<file path="src/design/gradient_noise_2d_pixel_core_assert.svh">
// Assertion macros for the gradient noise pixel core.
`ifndef GRADIENT_NOISE_2D_PIXEL_CORE_ASSERT_SVH
`define GRADIENT_NOISE_2D_PIXEL_CORE_ASSERT_SVH

// Same-cycle implication, checked out of reset.
`define GN2D_ASSERT_IMPL(name, ante, cons, msg) \
  name: assert property (@(posedge clk_i) disable iff (!rst_ni) (ante) |-> (cons)) \
    else $error(msg);

// Condition that must hold in the cycle after the antecedent.
`define GN2D_ASSERT_NEXT(name, ante, cons, msg) \
  name: assert property (@(posedge clk_i) disable iff (!rst_ni) (ante) |=> (cons)) \
    else $error(msg);

`endif

</file>
<file path="src/design/gn2d_pkg.sv">
// Shared types and constants of the gradient noise pixel core.
package gn2d_pkg;

  localparam int unsigned MAX_CELLS_DEF = 64;
  localparam int unsigned MAX_DIM_DEF   = 4096;
  localparam int unsigned FRAC_BITS_DEF = 16;

  localparam int unsigned DIM_W      = 13;
  localparam int unsigned CELL_W     = 7;
  localparam int unsigned PIX_W      = 12;
  localparam int unsigned IDX_W      = 6;
  localparam int unsigned GRAD_W     = 16;
  localparam int unsigned NOISE_W    = 8;
  localparam int unsigned CFG_IDX_W  = 2;
  localparam int unsigned CFG_DATA_W = 13;

  // Queue between front and back; a power of two so pointers wrap freely.
  localparam int unsigned Q_DEPTH = 2;

  typedef enum logic [1:0] {
    OP_LOAD,
    OP_PIXEL,
    OP_DROP
  } op_e;

  typedef enum logic [CFG_IDX_W-1:0] {
    CFG_WIDTH  = 2'd0,
    CFG_HEIGHT = 2'd1,
    CFG_CELLS  = 2'd2
  } cfg_idx_e;

  typedef struct packed {
    op_e                      op;
    logic [PIX_W-1:0]         px;
    logic [PIX_W-1:0]         py;
    logic [IDX_W-1:0]         col;
    logic [IDX_W-1:0]         row;
    logic [2*GRAD_W-1:0]      gdata;
  } item_t;

  // Handshake between the queue head and the back pipeline.
  typedef struct packed {
    logic  valid;
    item_t item;
  } head_t;

endpackage

</file>
<file path="src/design/gn2d_front.sv">
// Input side: accept, classify and queue transactions for the back pipeline.
module gn2d_front import gn2d_pkg::*; (
  input  logic                     clk_i,
  input  logic                     rst_ni,
  input  logic                     in_valid_i,
  output logic                     in_stall_o,
  input  logic                     mode_i,
  input  logic [PIX_W-1:0]         pixel_x_i,
  input  logic [PIX_W-1:0]         pixel_y_i,
  input  logic [IDX_W-1:0]         grad_col_i,
  input  logic [IDX_W-1:0]         grad_row_i,
  input  logic signed [GRAD_W-1:0] grad_x_i,
  input  logic signed [GRAD_W-1:0] grad_y_i,
  output head_t                    head_o,
  input  logic                     pop_i
);

  localparam int unsigned MaxCells = MAX_CELLS_DEF;
  localparam int unsigned PtrW = (Q_DEPTH > 1) ? $clog2(Q_DEPTH) : 1;
  localparam int unsigned CntW = $clog2(Q_DEPTH + 1);

  op_e             cls;
  logic            accept;
  logic            push;
  item_t           entry;
  item_t           q_mem_q [Q_DEPTH];
  logic [PtrW-1:0] wr_ptr_q, wr_ptr_d;
  logic [PtrW-1:0] rd_ptr_q, rd_ptr_d;
  logic [CntW-1:0] cnt_q, cnt_d;

  // Loads aimed outside the table are dropped here.
  always_comb begin
    if (mode_i) begin
      cls = OP_PIXEL;
    end else if (int'(grad_col_i) < MaxCells && int'(grad_row_i) < MaxCells) begin
      cls = OP_LOAD;
    end else begin
      cls = OP_DROP;
    end
  end

  assign in_stall_o = (cnt_q == CntW'(Q_DEPTH));
  assign accept     = in_valid_i && !in_stall_o;
  assign push       = accept && (cls != OP_DROP);

  always_comb begin
    entry.op    = cls;
    entry.px    = pixel_x_i;
    entry.py    = pixel_y_i;
    entry.col   = grad_col_i;
    entry.row   = grad_row_i;
    entry.gdata = {grad_y_i, grad_x_i};
  end

  always_comb begin
    wr_ptr_d = push  ? wr_ptr_q + 1'b1 : wr_ptr_q;
    rd_ptr_d = pop_i ? rd_ptr_q + 1'b1 : rd_ptr_q;
    cnt_d    = cnt_q;
    if (push && !pop_i) begin
      cnt_d = cnt_q + 1'b1;
    end else if (!push && pop_i) begin
      cnt_d = cnt_q - 1'b1;
    end
  end

  always_ff @(posedge clk_i or negedge rst_ni) begin
    if (!rst_ni) begin
      wr_ptr_q <= '0;
      rd_ptr_q <= '0;
      cnt_q    <= '0;
    end else begin
      wr_ptr_q <= wr_ptr_d;
      rd_ptr_q <= rd_ptr_d;
      cnt_q    <= cnt_d;
    end
  end

  always_ff @(posedge clk_i) begin
    if (push) begin
      q_mem_q[wr_ptr_q] <= entry;
    end
  end

  assign head_o.valid = (cnt_q != '0);
  assign head_o.item  = q_mem_q[rd_ptr_q];

endmodule

</file>
<file path="config.mk">
export PLATFORM = sky130hd
export DESIGN_NAME = gn2d_front
export DESIGN_NICKNAME = d
export VERILOG_FILES = /design/src/design/gradient_noise_2d_pixel_core_assert.svh /design/src/design/gn2d_pkg.sv /design/src/design/gn2d_front.sv
export SDC_FILE = /design/constraint.sdc
export NUM_CORES = 1
export LEC_CHECK = 0
export BUFFER_PORTS_ARGS = -buffer_cell sky130_fd_sc_hd__buf_2
export CORE_MARGIN = 2
export CORE_UTILIZATION = 56
export DETAILED_ROUTE_END_ITERATION = 8
export GPL_ROUTABILITY_DRIVEN = 0
export PLACE_DENSITY = 0.84
export SYNTH_ARGS = -nofsm -noshare
export SYNTH_HDL_FRONTEND = slang
export SYNTH_SLANG_ARGS = --single-unit
</file>
<file path="constraint.sdc">
create_clock -name clk_i -period 11.15 [get_ports clk_i]
set_input_delay 1.115 -clock clk_i [delete_from_list [all_inputs] [get_ports clk_i]]
set_output_delay 1.115 -clock clk_i [all_outputs]
set_load 0.1 [all_outputs]
</file>
; Word level (Yosys, flattened, before mapping)
; Memories as Yosys holds them, arrays and structs flattened.
; Cells that the tools add are included.
; W data, S select, Z words.
[word_totals]
reg_bits = 4
output_inout_bits = 72
n_memories = 1
ramBits = 138
elab_cells = 24
inputBits = 73
[op_classes]
addsub = 4
mux = 5
reduce_logical = 9
eq_ne = 2
[memory_table]
columns = memory, depth, word_bits, rd, rd_clocked_by_memory_dff, wr, line_no
row1 = q_mem_q, 2, 69, 1, 0, 1, gn2d_front.sv:26  ; item_t q_mem_q [Q_DEPTH];
[op_table]
columns = op, n
row1 = $logic_and A1 B1 Y1, 4
row2 = $mux W2, 2
row3 = $reduce_bool A2 Y1, 2
row4 = $logic_not A1 Y1, 3
row5 = $mux W1, 3
row6 = $add A1 B1 Y1 const B, 2
row7 = $add A2 B1 Y2 const B, 1
row8 = $eq A2 B2 Y1 const B, 1
row9 = $ne A2 B2 Y1 const B, 1
row10 = $sub A2 B1 Y2 const B, 1

; Longest topological paths before layout
[logic_depth]
ltp_word = 8
ltp_mapped = 7
depth_no_buf = 7

; Worst setup path before layout
; OpenSTA, ideal clock, no wires.
[synth_timing]
path_type = input-to-reg
start = input port in_valid_i
end = memory q_mem_q[0][0] in the netlist's numbering, enable pin
cell_stages = 2
arrival_ps = 4086
path_slack_ps = 6567
path_cell_list = nand2_1 nor2_1
[synth_via]
elab_chain_cells = 4
[synth_rtl]
columns = element, line_no
row1 = start: declaration, gn2d_front.sv:5  ; input logic in_valid_i,
row2 = $logic_and A1 B1 Y1, gn2d_front.sv:43  ; assign accept = in_valid_i && !in_stall_o;
row3 = $logic_and A1 B1 Y1, gn2d_front.sv:44  ; assign push = accept && (cls != OP_DROP);
row4 = $mux W1, gn2d_front.sv:79  ; if (push) begin
row5 = $mux W1 (implied by the code), gn2d_front.sv:80  ; q_mem_q[wr_ptr_q] <= entry;
row6 = end: declaration, gn2d_front.sv:26
; No other way between the ends.

==> flow_summary.yaml <==
run_status:
  outcome: "complete, no violations"
place:
  place_area_sq_um: 6290
  dp_hpwl_um: 5770
  port_buffers: 143
sta:
  fin_crit_ns: 3.85
  timing.hold.ws_ns: 0.409
  hold_viol_final: 0
  tns_ns: 0
  rsz0062_at_grt: "no"
  finalSetupViolCount: 0
  worst_pin_slew_ns: 0.968
  slew_headroom_pct: 35.5
  fin_crit_sh_pct: 34.5
  fmax_ghz: 0.260
  drv_slew: 0
  fin_skew_ns: 0.00418
clock_tree:
  clock-sinks: 142
  path_clk_slew_ns: 0.06
  cts.htree.levels: 4
  cts_resized: 0
  clock_path_buffers: 2
  cts_tree: "yes"
  numCtsBuffers: 17
  cts_setup_buffers: 0
  holdBufCountCts: 0
  clk_latency_ns: 0.50
  cts_root_buf: "clkbuf_8"
synthesis:
  synth_cell_types: 16
  synth_top_family_by_area: "multiplexers"
  synthAdderAreaFrac_pct: 0.226
  synth_xor_area_share_pct: 0.790
  ys.warnings.count: 0
  ys_async_sr_fraction_pct: 2.82
  synth_compound_area_share_pct: 0
  synth_seq_cells: 142
  yosysMostFrequentCell: "edfxtp_1"
  yosys.area_share.simple_pct: 0.542
  syn_inst: 236
  synth_top_area_cell: "edfxtp_1"
  syn-num-nets: 310
  synth.area.top_cells: "edfxtp_1 (75%), mux2_4 (19%), buf_12 (2.5%)"
  synth_top_area_share_pct: 74.8
  avgSynthCellArea_sq_um: 23.5
  synth_edf_count: 138
  yosysSeqAreaShare_pct: 76.6
  ys.flop_type: "edfxtp_1"
  synthMuxAreaShare_pct: 18.7
  synth_common_cells: "edfxtp_1 (138), mux2_4 (69), buf_12 (7)"
  netlist_area_sq_um: 5540
critical_path:
  start_kind: "flip-flop"
  critical_path_class: "flip-flop to output port"
  cp.arrival_ns: 2.73
  critical_path.max_fanout: 36
  critPathBufInv: 2
  path_cells: "buf_4 > mux2_4 > buf_2"
  slowest_delay_ns: 0.84
  endpoint_kind: "output port"
  crit_slowest_cell: "dfrtp_4"
  path_delay_family: "buffers and inverters"
  cp.required_ns: 10.04
detailed_routing:
  routedWlPerCell_um: 16.1
  wirelength_um: 8640
  vias_per_cell: 4.84
  drt_iter0_markers: 77
  firstDrtPassIters: 4
  num_vias: 2601
  route.detailed.drc: 0
  drtAntennaViolNets: 0
worst_hold_path:
  hold_class: "input port to asynchronous set/reset pin"
floorplan:
  io_pins: 145
  die_x_um: 103
  fp-row-count: 36
  die_h_um: 103
  dieArea_sq_um: 10700
  core-area_sq_um: 9680
  start_util_pct: 57.2
cells_and_area:
  fin_area_sq_um: 6840
  multiInputGateArea_sq_um: 1140
  final_nets: 465
  layout-drive-gt1-share_pct: 61.0
  final_core_util_pct: 70.6
  syn_to_final_growth_pct: 23.5
  register_area_sq_um: 4250
  fill_cells: 609
grt:
  grt_max_degree: 70
  grt_pass1_vias: 2493
  grt_pass1_wl_um: 12400
  antenna_found_initial: 1
  grt_usage_pct: 16.3
  overflow: 0
flow_run:
  maxCapViolations: 0
-- per-layer routing --
metal | global-route usage (%) | up-vias | wire (um)
met5 | 0 | - | 16
met4 | 9.31 | 2 | 112
met3 | 4.97 | 12 | 520
met2 | 26.2 | 91 | 4470
met1 | 19.6 | 1256 | 3530
li1 | - | 1240 | -
-- per-stage QoR --
step / setup slack, ns / instances
floorplan: 6.57 / 236
CTS: 7.24 / 536
detailed placement: 7.80 / 505
finish: 7.30 / 537
global route: 7.16 / 536
global placement: 7.82 / 505
-- cell usage in the layout (no fill, tap or decap), types with 2 or more instances in the layout --
master        n
buf_2       143
edfxtp_1    138
mux2_4       69
clkbuf_16    16
clkinvlp_4    5
clkinv_2      4
inv_1         3
xor2_1        3
dfrtp_1       3
xnor2_1       2
bufinv_16     2
clkinv_1      2
buf_4         2
-- final timing paths --
check                                  to  slack (ns)  startpoint  depth (start not counted)
hold reg to reg                  cnt_q[1]        0.51    cnt_q[1]                          1
hold / removal                   cnt_q[0]        0.41      rst_ni                          1
setup / recovery               head_o[28]        7.30    rd_ptr_q                          3
max in group asynchronous        rd_ptr_q       10.60      rst_ni                          1
setup reg to reg           q_mem_q[0][21]        8.70    cnt_q[0]                          4
min in group clk_i               cnt_q[1]        0.51    cnt_q[1]                          1
-- final cells by class --
type / count / area share [%]
Inverter: 3 / 0.165
Clock inverter: 13 / 1.83
Tap cell: 133 / 2.43
Sequential cell: 142 / 62.1
Clock buffer: 18 / 6.11
Antenna cell: 1 / 0.0366
Timing Repair Buffer: 145 / 10.7
Multi-Input combinational cell: 82 / 16.6
-- flip-flops by register name, summed over array words and instances, names as in the netlist --
signal    count
wr_ptr_q      1
cnt_q         2
q_mem_q     138
rd_ptr_q      1
-- logic make-up (layout without fill, tap and decap cells) --
family | after synthesis | count (layout)
buf+inv | 12 | 179
flops | 142 | 142
xor+xnor | 5 | 5
other cells | 1 | 2
fa+ha+maj | 1 | 1
mux | 69 | 69
simple gates | 6 | 6
Power is left out: the tool's default activity adds up to more than one toggle a clock period on the data nets, which glitch-free logic cannot reach.
